## src/sv/fib_mod_period_pair_check_unit_defines.svh

```systemverilog
// ----------------------------------------------------------------------------
// Assertion macros for the fib_mod_period_pair_check_unit
// Clocked concurrent assertion helpers, compiled out when SYNTH is defined.
// ----------------------------------------------------------------------------
`ifndef FIB_MOD_PERIOD_PAIR_CHECK_UNIT_DEFINES_SVH
`define FIB_MOD_PERIOD_PAIR_CHECK_UNIT_DEFINES_SVH

`ifndef SYNTH
// Property checked at every rising clock edge outside reset.
`define FMPC_ASSERT(label, prop, msg) \
  label: assert property (@(posedge clk_i) disable iff (!rst_ni) prop) else $error(msg);
// Condition that must never hold at a rising clock edge outside reset.
`define FMPC_ASSERT_NEVER(label, cond, msg) \
  label: assert property (@(posedge clk_i) disable iff (!rst_ni) !(cond)) else $error(msg);
`else
`define FMPC_ASSERT(label, prop, msg)
`define FMPC_ASSERT_NEVER(label, cond, msg)
`endif

`endif

```

## src/sv/fmpc_pkg.sv

```systemverilog
// ----------------------------------------------------------------------------
// fmpc_pkg
// Widths, constants and interface types shared by the period checker.
// ----------------------------------------------------------------------------
package fmpc_pkg;

  localparam int MOD_BITS   = 20;
  localparam int MULT_BITS  = 16;
  localparam int LEN_BITS   = 27;
  localparam int STEP_LIMIT = 100000000;

  // Dividend fed to the remainder unit: a product of two residues plus a residue.
  localparam int DIV_BITS = 2 * MOD_BITS + 1;
  localparam int CNT_BITS = $clog2(DIV_BITS + 1);

  localparam logic [1:0] ST_OK      = 2'd0;
  localparam logic [1:0] ST_INVALID = 2'd1;
  localparam logic [1:0] ST_LIMIT   = 2'd2;

  typedef struct packed {
    logic                start;
    logic [MOD_BITS-1:0] divisor;
    logic [DIV_BITS-1:0] dividend;
  } fmpc_rem_req_t;

  typedef struct packed {
    logic                done;
    logic [MOD_BITS-1:0] rem;
  } fmpc_rem_rsp_t;

endpackage

```

## src/sv/fmpc_rem_unit.sv

```systemverilog
// ----------------------------------------------------------------------------
// fmpc_rem_unit
// Bit-serial restoring remainder unit, one dividend bit per cycle.
// ----------------------------------------------------------------------------
module fmpc_rem_unit (
  input  logic                   clk_i,
  input  logic                   rst_ni,
  input  fmpc_pkg::fmpc_rem_req_t req_i,
  output fmpc_pkg::fmpc_rem_rsp_t rsp_o
);
  import fmpc_pkg::*;

  logic [MOD_BITS-1:0] acc_q, acc_d;
  logic [MOD_BITS-1:0] div_q, div_d;
  logic [DIV_BITS-1:0] dvd_q, dvd_d;
  logic [CNT_BITS-1:0] cnt_q, cnt_d;
  logic                run_q, run_d;
  logic                done_q, done_d;
  logic [MOD_BITS:0]   trial;
  logic [MOD_BITS:0]   diff;

  // The partial remainder stays below the divisor, so the trial value is
  // below twice the divisor and one subtraction restores it.
  assign trial = {acc_q, dvd_q[DIV_BITS-1]};
  assign diff  = trial - {1'b0, div_q};

  always_comb begin
    acc_d  = acc_q;
    div_d  = div_q;
    dvd_d  = dvd_q;
    cnt_d  = cnt_q;
    run_d  = run_q;
    done_d = 1'b0;
    if (req_i.start) begin
      acc_d = '0;
      div_d = req_i.divisor;
      dvd_d = req_i.dividend;
      cnt_d = CNT_BITS'(DIV_BITS);
      run_d = 1'b1;
    end else if (run_q) begin
      acc_d = (trial >= {1'b0, div_q}) ? diff[MOD_BITS-1:0] : trial[MOD_BITS-1:0];
      dvd_d = {dvd_q[DIV_BITS-2:0], 1'b0};
      cnt_d = cnt_q - CNT_BITS'(1);
      if (cnt_q == CNT_BITS'(1)) begin
        run_d  = 1'b0;
        done_d = 1'b1;
      end
    end
  end

  always_ff @(posedge clk_i or negedge rst_ni) begin
    if (!rst_ni) begin
      run_q  <= 1'b0;
      done_q <= 1'b0;
      cnt_q  <= '0;
    end else begin
      run_q  <= run_d;
      done_q <= done_d;
      cnt_q  <= cnt_d;
    end
  end

  always_ff @(posedge clk_i) begin
    acc_q <= acc_d;
    div_q <= div_d;
    dvd_q <= dvd_d;
  end

  assign rsp_o.done = done_q;
  assign rsp_o.rem  = acc_q;

endmodule

```

## src/sv/fib_mod_period_pair_check_unit.sv

```systemverilog
// ----------------------------------------------------------------------------
// fib_mod_period_pair_check_unit
// Period of x[i] = (m*x[i-1] + x[i-2]) mod n and search for the pair (n-1, 0).
// ----------------------------------------------------------------------------
// A request is taken when start is high and busy is low. The result appears
// on pair_found_o, period_length_o and status_o for exactly one cycle, marked
// by done_o, and there is no way to hold it off, so the receiver must sample
// it in that cycle. A modulus of zero or one is answered in the cycle after
// the request and busy never rises. Any other modulus n runs the recurrence
// from the pair (1, m mod n) until that pair returns, one term at a time. All
// modular reduction goes through a single bit-serial remainder unit that
// handles one bit of a 41-bit dividend per cycle, and that unit sets the
// rate: each term goes through the multiply, the add, the remainder steps
// and the compare, and the initial m mod n also passes through the unit. A
// run that has not closed after 100000000 terms stops and reports status 2
// with that length. The multiplier register may only be written while busy
// is low.
module fib_mod_period_pair_check_unit (
  input  logic                          clk_i,
  input  logic                          rst_ni,
  input  logic                          start,
  output logic                          busy,
  input  logic [fmpc_pkg::MOD_BITS-1:0] modulus_i,
  input  logic                          cfg_we_i,
  input  logic [fmpc_pkg::MULT_BITS-1:0] cfg_wdata_i,
  output logic                          done_o,
  output logic                          pair_found_o,
  output logic [fmpc_pkg::LEN_BITS-1:0] period_length_o,
  output logic [1:0]                    status_o
);
  import fmpc_pkg::*;

  `include "fib_mod_period_pair_check_unit_defines.svh"

  // Sequencer states.
  localparam logic [2:0] S_IDLE   = 3'd0;
  localparam logic [2:0] S_MM     = 3'd1;
  localparam logic [2:0] S_MUL    = 3'd2;
  localparam logic [2:0] S_LAUNCH = 3'd3;
  localparam logic [2:0] S_WAIT   = 3'd4;

  // Last term index that may still be computed before the cap.
  localparam logic [LEN_BITS-1:0] IDX_LAST = LEN_BITS'(STEP_LIMIT - 1);
  localparam logic [LEN_BITS-1:0] LEN_CAP  = LEN_BITS'(STEP_LIMIT);

  logic [2:0]            state_q, state_d;
  logic [MULT_BITS-1:0]  mult_q;
  logic [MOD_BITS-1:0]   n_q, n_d;
  logic [MOD_BITS-1:0]   mm_q, mm_d;
  logic [MOD_BITS-1:0]   prev_q, prev_d;
  logic [MOD_BITS-1:0]   cur_q, cur_d;
  logic [LEN_BITS-1:0]   idx_q, idx_d;
  logic                  match_q, match_d;
  logic [2*MOD_BITS-1:0] prod_q, prod_d;
  logic                  done_q, done_d;
  logic                  found_q, found_d;
  logic [LEN_BITS-1:0]   len_q, len_d;
  logic [1:0]            stat_q, stat_d;

  logic [MOD_BITS-1:0]   n_minus1;
  logic                  pair_hit;
  fmpc_rem_req_t         rem_req;
  fmpc_rem_rsp_t         rem_rsp;

  fmpc_rem_unit u_rem (
    .clk_i  (clk_i),
    .rst_ni (rst_ni),
    .req_i  (rem_req),
    .rsp_o  (rem_rsp)
  );

  // The current pair (x[i-1], x[i]) equals the target (n-1, 0).
  assign n_minus1 = n_q - MOD_BITS'(1);
  assign pair_hit = (prev_q == n_minus1) && (cur_q == '0);

  always_comb begin
    state_d = state_q;
    n_d     = n_q;
    mm_d    = mm_q;
    prev_d  = prev_q;
    cur_d   = cur_q;
    idx_d   = idx_q;
    match_d = match_q;
    prod_d  = prod_q;
    done_d  = 1'b0;
    found_d = found_q;
    len_d   = len_q;
    stat_d  = stat_q;

    rem_req.start    = 1'b0;
    rem_req.divisor  = n_q;
    rem_req.dividend = {1'b0, prod_q} + {{(MOD_BITS+1){1'b0}}, prev_q};

    unique case (state_q)
      S_IDLE: begin
        if (start) begin
          if (modulus_i == '0) begin
            done_d  = 1'b1;
            found_d = 1'b0;
            len_d   = '0;
            stat_d  = ST_INVALID;
          end else if (modulus_i == MOD_BITS'(1)) begin
            done_d  = 1'b1;
            found_d = 1'b0;
            len_d   = LEN_BITS'(1);
            stat_d  = ST_OK;
          end else begin
            // First job for the shared unit: reduce the multiplier mod n.
            n_d              = modulus_i;
            rem_req.start    = 1'b1;
            rem_req.divisor  = modulus_i;
            rem_req.dividend = {{(DIV_BITS-MULT_BITS){1'b0}}, mult_q};
            state_d          = S_MM;
          end
        end
      end
      S_MM: begin
        if (rem_rsp.done) begin
          mm_d    = rem_rsp.rem;
          prev_d  = MOD_BITS'(1);
          cur_d   = rem_rsp.rem;
          idx_d   = LEN_BITS'(1);
          match_d = 1'b0;
          state_d = S_MUL;
        end
      end
      S_MUL: begin
        if (idx_q < IDX_LAST) begin
          prod_d  = {{MOD_BITS{1'b0}}, mm_q} * {{MOD_BITS{1'b0}}, cur_q};
          state_d = S_LAUNCH;
        end else begin
          // Cap reached: the last pair still belongs to the checked range.
          done_d  = 1'b1;
          found_d = match_q | pair_hit;
          len_d   = LEN_CAP;
          stat_d  = ST_LIMIT;
          state_d = S_IDLE;
        end
      end
      S_LAUNCH: begin
        rem_req.start = 1'b1;
        state_d       = S_WAIT;
      end
      S_WAIT: begin
        if (rem_rsp.done) begin
          if ((rem_rsp.rem == mm_q) && (cur_q == MOD_BITS'(1))) begin
            // Starting pair is back; the period is the index of the old term.
            done_d  = 1'b1;
            found_d = match_q;
            len_d   = idx_q;
            stat_d  = ST_OK;
            state_d = S_IDLE;
          end else begin
            match_d = match_q | pair_hit;
            prev_d  = cur_q;
            cur_d   = rem_rsp.rem;
            idx_d   = idx_q + LEN_BITS'(1);
            state_d = S_MUL;
          end
        end
      end
      default: begin
        state_d = S_IDLE;
      end
    endcase
  end

  always_ff @(posedge clk_i or negedge rst_ni) begin
    if (!rst_ni) begin
      state_q <= S_IDLE;
      mult_q  <= MULT_BITS'(1);
      done_q  <= 1'b0;
    end else begin
      state_q <= state_d;
      done_q  <= done_d;
      if (cfg_we_i) begin
        mult_q <= cfg_wdata_i;
      end
    end
  end

  always_ff @(posedge clk_i) begin
    n_q     <= n_d;
    mm_q    <= mm_d;
    prev_q  <= prev_d;
    cur_q   <= cur_d;
    idx_q   <= idx_d;
    match_q <= match_d;
    prod_q  <= prod_d;
    found_q <= found_d;
    len_q   <= len_d;
    stat_q  <= stat_d;
  end

  assign busy            = (state_q != S_IDLE);
  assign done_o          = done_q;
  assign pair_found_o    = found_q;
  assign period_length_o = len_q;
  assign status_o        = stat_q;

  // A result is only ever delivered once the sequencer is back at rest.
  `FMPC_ASSERT_NEVER(a_done_while_busy, done_o && busy, "result strobe while busy")
  // Any modulus of two or more starts a run on the next cycle.
  `FMPC_ASSERT(a_run_starts, (start && !busy && (modulus_i > MOD_BITS'(1))) |=> busy, "run did not start")
  // The shared unit never returns a residue at or above the modulus.
  `FMPC_ASSERT(a_rem_range, (busy && rem_rsp.done) |-> (rem_rsp.rem < n_q), "remainder out of range")
  // A closed period is never reported with zero length.
  `FMPC_ASSERT(a_ok_len, (done_o && (status_o == ST_OK)) |-> (period_length_o != '0), "zero period")

endmodule

```

## config.mk

```make
export PLATFORM = sky130hd
export DESIGN_NAME = fib_mod_period_pair_check_unit
export DESIGN_NICKNAME = d
export VERILOG_FILES = /design/src/sv/fmpc_pkg.sv /design/src/sv/fmpc_rem_unit.sv /design/src/sv/fib_mod_period_pair_check_unit.sv
export VERILOG_INCLUDE_DIRS = /design/src /design/src/sv
export SDC_FILE = /design/constraint.sdc
export NUM_CORES = 1
export LEC_CHECK = 0
export BUFFER_PORTS_ARGS = -buffer_cell sky130_fd_sc_hd__buf_2
export CORE_MARGIN = 5
export CORE_UTILIZATION = 66
export CTS_BUF_LIST = sky130_fd_sc_hd__clkbuf_4
export DETAILED_ROUTE_END_ITERATION = 8
export GPL_ROUTABILITY_DRIVEN = 0
export GPL_TIMING_DRIVEN = 0
export HOLD_SLACK_MARGIN = 0.12
export PLACE_DENSITY_LB_ADDON = 0.12
export SETUP_SLACK_MARGIN = 0.05
export SLEW_MARGIN = 0
export SYNTH_ARGS = -nofsm -noshare
export SYNTH_HDL_FRONTEND = slang
export SYNTH_SLANG_ARGS = --single-unit
```

## constraint.sdc

```tcl
create_clock -name clk_i -period 8.6 [get_ports clk_i]
set_clock_uncertainty 0.15 [all_clocks]
set_input_delay 0.86 -clock clk_i [delete_from_list [all_inputs] [get_ports clk_i]]
set_output_delay 0.86 -clock clk_i [all_outputs]
set_load 0.05 [all_outputs]
```

After elaboration in Yosys (flattened, before gate mapping)
Index checks and enable logic that the tools add are counted.

Bits in registers: 287. Bits of input ports: 40. Word-level logic and storage cells: 131.

Bitwise operators: 3. Equality and inequality tests: 18. Multiplexer cells: 68. Add/sub/neg operators: 5. Multiply operators: 1. Order comparisons: 2. Reduce and logical (&&, ||, !) cells: 15.

Operators with widths (count): $mux 27 (9); $mux 62 (3); $mux 20 (7); $mux 41 (2); $pmux 27 s3 (1); $pmux 20 s2 (2); $mux 61 (1); $pmux 27 s2 (1); $add 40x20->41 (1); $eq 20x1->1 const B (2); $eq 20x20->1 (2); $logic_not 20->1 (2); $mul 20x20->40 (1); $add 27x1->27 const B (1); $lt 27x27->1 const B (1); $ge 21x20->1 (1); $mux 1 (21); $sub 20x1->20 const B (1); $sub 20x20->20 (1); $mux 2 (8); $mux 3 (5); $pmux 3 s5 (1); $mux 6 (2); $ne 2x2->1 const B (6); other kinds (20) (30).

Depth between registers and ports, before layout
Depth after elaboration: 7. Depth in mapped cells: 25. Depth with buffers taken out: 24.

Modules after synthesis
Synthesis repeated with hierarchy kept, for this count alone.

Cells, all modules: 2846. Area total of the unflattened synthesis: 28404.7 um^2.

Modules (own cells, without submodules): fib_mod_period_pair_check_unit (instances 1, area an instance 23628.9 um^2, cells an instance 2440); fmpc_rem_unit (instances 1, area an instance 4775.8 um^2, cells an instance 406).

Least setup slack after synthesis
OpenSTA, ideal clock, no wires.

Path type: flip-flop to flip-flop. Start point: register mm_q[5]. End point: register prod_q[39], data pin. Library setup time: 0.268 ns. Clock period less this slack: 6.660 ns. Setup slack: 1.940 ns. Cell stages (with the launch flop): 24. Data arrival time: 6.243 ns. Data required time: 8.182 ns. Cells stage by stage: edfxtp_1 clkbuf_1 nand2_1 fa_1 inv_1 fa_1 inv_1 fa_1 inv_1 fa_1 fa_1 fa_1 inv_1 fa_1 inv_1 ha_1 a21oi_1 o2111ai_1 nor2_1 a211oi_1 nand2b_1 a221o_1 o41ai_1 xnor2_1.

Cells in the longest elaborated chain, start to end: 1.

Ends and longest elaborated chain: from (decl) (RTL line fib_mod_period_pair_check_unit.sv:49) `logic [MOD_BITS-1:0] mm_q, mm_d;`; from (signal assigned) (RTL line fib_mod_period_pair_check_unit.sv:184) `mm_q <= mm_d;`; $mul 20x20->40 (RTL line fib_mod_period_pair_check_unit.sv:129) `prod_d = {{MOD_BITS{1'b0}}, mm_q} * {{MOD_BITS{1'b0}}, cur_q};`; to (signal assigned) (RTL line fib_mod_period_pair_check_unit.sv:189) `prod_q <= prod_d;`; to (decl) (RTL line fib_mod_period_pair_check_unit.sv:54) `logic [2*MOD_BITS-1:0] prod_q, prod_d;`.

No other way between the ends. A chain may end at the register's enable or synchronous reset.

Worst setup path in the final report
Start point: register cur_q[4]. End point: register prod_q[36], data pin.

Cells in the longest elaborated chain, start to end: 1.

Ends and longest elaborated chain: from (decl) (RTL line fib_mod_period_pair_check_unit.sv:51) `logic [MOD_BITS-1:0] cur_q, cur_d;`; from (signal assigned) (RTL line fib_mod_period_pair_check_unit.sv:186) `cur_q <= cur_d;`; $mul 20x20->40 (RTL line fib_mod_period_pair_check_unit.sv:129).

No other way between the ends.

==> impl_metrics.json <==
{
  "outcome": "finished clean",
  "wire_per_inst_um": 21.70,
  "whs_ns": 0.1624,
  "dp.final_hpwl_mm": 60.18,
  "ys_seq_area_share_pct": 29.44,
  "syn2layout_area_growth_pct": 7.491,
  "critPathArrivalTime_ns": 8.23,
  "core_area_um2": 42040,
  "cts_resized": 0,
  "fin_nets": 3575,
  "drive_gt1_share_pct": 7.620,
  "syn_inst": 2871,
  "synth.avg_cell_area_um2": 9.797,
  "tightest_slew_ns": 1.048,
  "critPathKind": "register to register",
  "r2r_slack_ns": 0.67,
  "reg2reg_from": "cur_q[4]",
  "viasPerCell": 6.148,
  "netlist.area_leader.share_pct": 25.52,
  "hp-class": "input port to register",
  "end_kind": "register",
  "p_total_mw": 5.841,
  "design.die.area_um2": 46840,
  "p_sw_share_pct": 40.83,
  "r2r_cells": 22,
  "overflow": 0,
  "postRouteAntennaNets": 0,
  "p_int_mw": 3.456,
  "critPathMaxFanout": 10,
  "synth_area_leaders": "edfxtp_1 26%, fa_1 23%, ha_1 8.6%",
  "p_leak_nw": 13.87,
  "synth.cell_area_um2": 28130,
  "dieHeight_um": 216.4,
  "slew_viol_final": 0,
  "drtIter0Drc": 2260,
  "power_density_nw_per_um2": 193.2,
  "grt_pass1_wl_mm": 124.1,
  "finalSetupTns_ns": 0,
  "ir_worst_vdd_mv": 0.3892,
  "p_clk_share_pct": 21.5,
  "clock-sinks": 287,
  "whs_endpoint": "n_q[1]",
  "drc": 0,
  "period_needed_ns": 7.926,
  "fin_area_um2": 30230,
  "rsz0062_at_grt": "false",
  "placed_area_um2": 29210,
  "dr.pass1.iters": 8,
  "port_buffers": 70,
  "wirelength_mm": 78.44,
  "async_flop_share_pct": 9.756,
  "holdPathStages": 1,
  "num_rows": 75,
  "rr_endpoint": "prod_q[36]",
  "fmax_mhz": 126.2,
  "cp_data_required_time_ns": 8.91,
  "cts_tree": "done",
  "grt_usage_pct": 34.04,
  "yosysUniqueCellTypes": 78,
  "cts-htree-levels": 3,
  "start_kind": "register",
  "p_seq_share_pct": 30.1,
  "antenna_found_initial": 4,
  "clk_pin_slew_ns": 0.07,
  "synth_edf_count": 239,
  "synth_seq_cells": 287,
  "syn_nets": 3427,
  "nFillCells": 3180,
  "max_slew_margin_pct": 29.99,
  "clk_path_buf_depth": 3,
  "power.switching_mw": 2.385,
  "cts_inserted_buffers": 71,
  "yosys.area.top_type": "edfxtp_1",
  "num_io_pins": 72,
  "vias": 22220,
  "first_global_vias": 22890,
  "hold_start": "modulus_i[1]",
  "hold_viol_final": 0,
  "synthFlopType": "edfxtp_1",
  "setup_violations": 0,
  "finalCritPeriodShare_pct": 92.16,
  "cts_root_buf": "clkbuf_4",
  "combPwrFrac_pct": 48.4,
  "grt_max_degree": 42,
  "insertion_delay_ns": 0.77,
  "ys_warn_count": 0,
  "drv_cap": 0,
  "fp.dieW_um": 216.4,
  "start_util_pct": 66.90
}
==> stage by stage <==
step                std cells  setup slack [ns]  util, %
global route             3613            0.3857    71.91
global placement         3480            0.8613    69.34
detailed placement       3482            0.8130    69.48
CTS                      3610            0.8021    71.89
floorplan                2871             1.940        -
finish                   3614            0.6743    71.92
==> layer usage <==
metal  vias to the layer above  global-route usage [%]  wire, um
li1                       9798                       -         -
met1                     10940                   43.43     29100
met2                      1175                   53.43     35760
met3                       299                   8.205      8031
met4                         2                   20.06      5533
met5                         -                       0        13
==> power groups by stage <==
stage / Sequential (mW) / Clock [mW] / Combinational [mW]
finish: 1.76 / 1.26 / 2.83
CTS: 1.75 / 1.27 / 2.82
global placement: 1.78 / 0 / 2.72
floorplan: 1.75 / 0 / 2.00
global route: 1.76 / 1.36 / 3.14
detailed placement: 1.78 / 0 / 2.80
==> cell families after synthesis <==
| family | Yosys count | share of synthesized area, % |
|---|---|---|
| DFF | 287 | 29.44 |
| and+or+nand+nor | 966 | 17.47 |
| xor gates and xnor gates | 139 | 4.328 |
| adders and majority gates | 516 | 31.55 |
| AOI/OAI and AO/OA | 373 | 8.514 |
| muxes | 32 | 1.210 |
| buffers and inverters | 558 | 7.495 |
==> area by class of cell <==
cell class	instances	area (um2)	area share, %
clock buffers	107	803.3	2.657
well taps	539	674.4	2.231
inverters	419	1573	5.202
plain buffers	139	536.8	1.775
repair buffers	75	420.4	1.390
flip-flops and latches	287	8279	27.38
diodes	4	10.01	0.03311
multi-input cells	2026	17760	58.74
clock inverters	18	178.9	0.5918
==> registers in the layout (all words and copies together) (netlist names) <==
| signal | flops |
|---|---|
| u_rem.dvd_q | 41 |
| prod_q | 40 |
| idx_q | 27 |
| period_length_o | 27 |
| cur_q | 20 |
| mm_q | 20 |
| n_q | 20 |
| prev_q | 20 |
| u_rem.acc_q | 20 |
| u_rem.div_q | 20 |
| mult_q | 16 |
| u_rem.cnt_q | 6 |
| state_q | 3 |
| status_o | 2 |
| done_o | 1 |
| match_q | 1 |
| pair_found_o | 1 |
| u_rem.done_q | 1 |
| u_rem.run_q | 1 |
==> cells in the final DEF, fill, tap and decap left out, types with 30 or more instances in the layout <==
cell	synthesis	layout
inv_1	418	418
nand2_1	364	363
fa_1	322	322
and2_1	244	244
edfxtp_1	239	239
ha_1	194	194
clkbuf_1	129	128
clkbuf_4	0	107
a21oi_1	97	97
o21ai_0	96	96
nor2_1	89	87
xnor2_1	83	83
buf_2	7	77
xor2_1	56	56
and3_1	55	55
nand3_1	44	44
a21o_1	32	32
nor3_1	30	30
==> synthesized netlist by cell type (4+ instances only) <==
| master | n |
|---|---|
| o21ai_0 | 96 |
| o31ai_1 | 8 |
| o21bai_1 | 15 |
| nand2b_1 | 14 |
| dfrtp_1 | 27 |
| nor2_1 | 89 |
| o22ai_1 | 9 |
| nor4b_1 | 6 |
| and3_1 | 55 |
| a21oi_1 | 97 |
| a22oi_1 | 4 |
| mux2_2 | 16 |
| and4_1 | 4 |
| and2_1 | 244 |
| or4_1 | 11 |
| a211oi_1 | 12 |
| nand2_1 | 364 |
| o21a_1 | 10 |
| nand3b_1 | 4 |
| o211ai_1 | 6 |
| nand3_1 | 44 |
| a31oi_1 | 24 |
| clkbuf_1 | 129 |
| inv_1 | 418 |
| mux2i_1 | 16 |
| edfxtp_1 | 239 |
| or2_2 | 4 |
| nor4_1 | 28 |
| xor2_1 | 56 |
| a21o_1 | 32 |
| buf_2 | 7 |
| nand4_1 | 28 |
| ha_1 | 194 |
| a22o_1 | 7 |
| fa_1 | 322 |
| nor3b_1 | 4 |
| dfxtp_1 | 20 |
| or3_1 | 19 |
| a211o_1 | 4 |
| nor3_1 | 30 |
| nor2b_1 | 9 |
| xnor2_1 | 83 |
| a221o_1 | 7 |
==> worst max-delay path, stage by stage, from the launching register on <==
cell and delay, ns:
edfxtp_1 0.52, clkbuf_1 0.68, and2_1 0.26, fa_1 0.42, fa_1 0.52, inv_1 0.06
fa_1 0.52, inv_1 0.05, fa_1 0.52, fa_1 0.45, fa_1 0.54, inv_1 0.10
fa_1 0.54, inv_1 0.04, ha_1 0.36, a21o_1 0.21, a21o_1 0.17, a21oi_1 0.25
o22ai_1 0.13, a31oi_1 0.47, o21ai_0 0.33, a31oi_1 0.26, xnor2_1 0.12
==> worst max-delay path by stage <==
stage	startpoint	endpoint	slack, ns	cells after the start
floorplan	mm_q[5]	prod_q[39]	1.94	23
global placement	cur_q[4]	prod_q[36]	0.86	22
detailed placement	mm_q[13]	prod_q[36]	0.81	22
CTS	cur_q[4]	prod_q[32]	0.80	22
global route	cur_q[4]	prod_q[32]	0.39	22
finish	cur_q[4]	prod_q[36]	0.67	22
==> timing repair <==
action,4_1_cts,5_1_grt
setup buffers,0,0
hold buffers,3,0
endpoints found under the setup margin,0,0
hold endpoints to repair,29,0
Note: power is estimated with default switching activity, not from simulation.
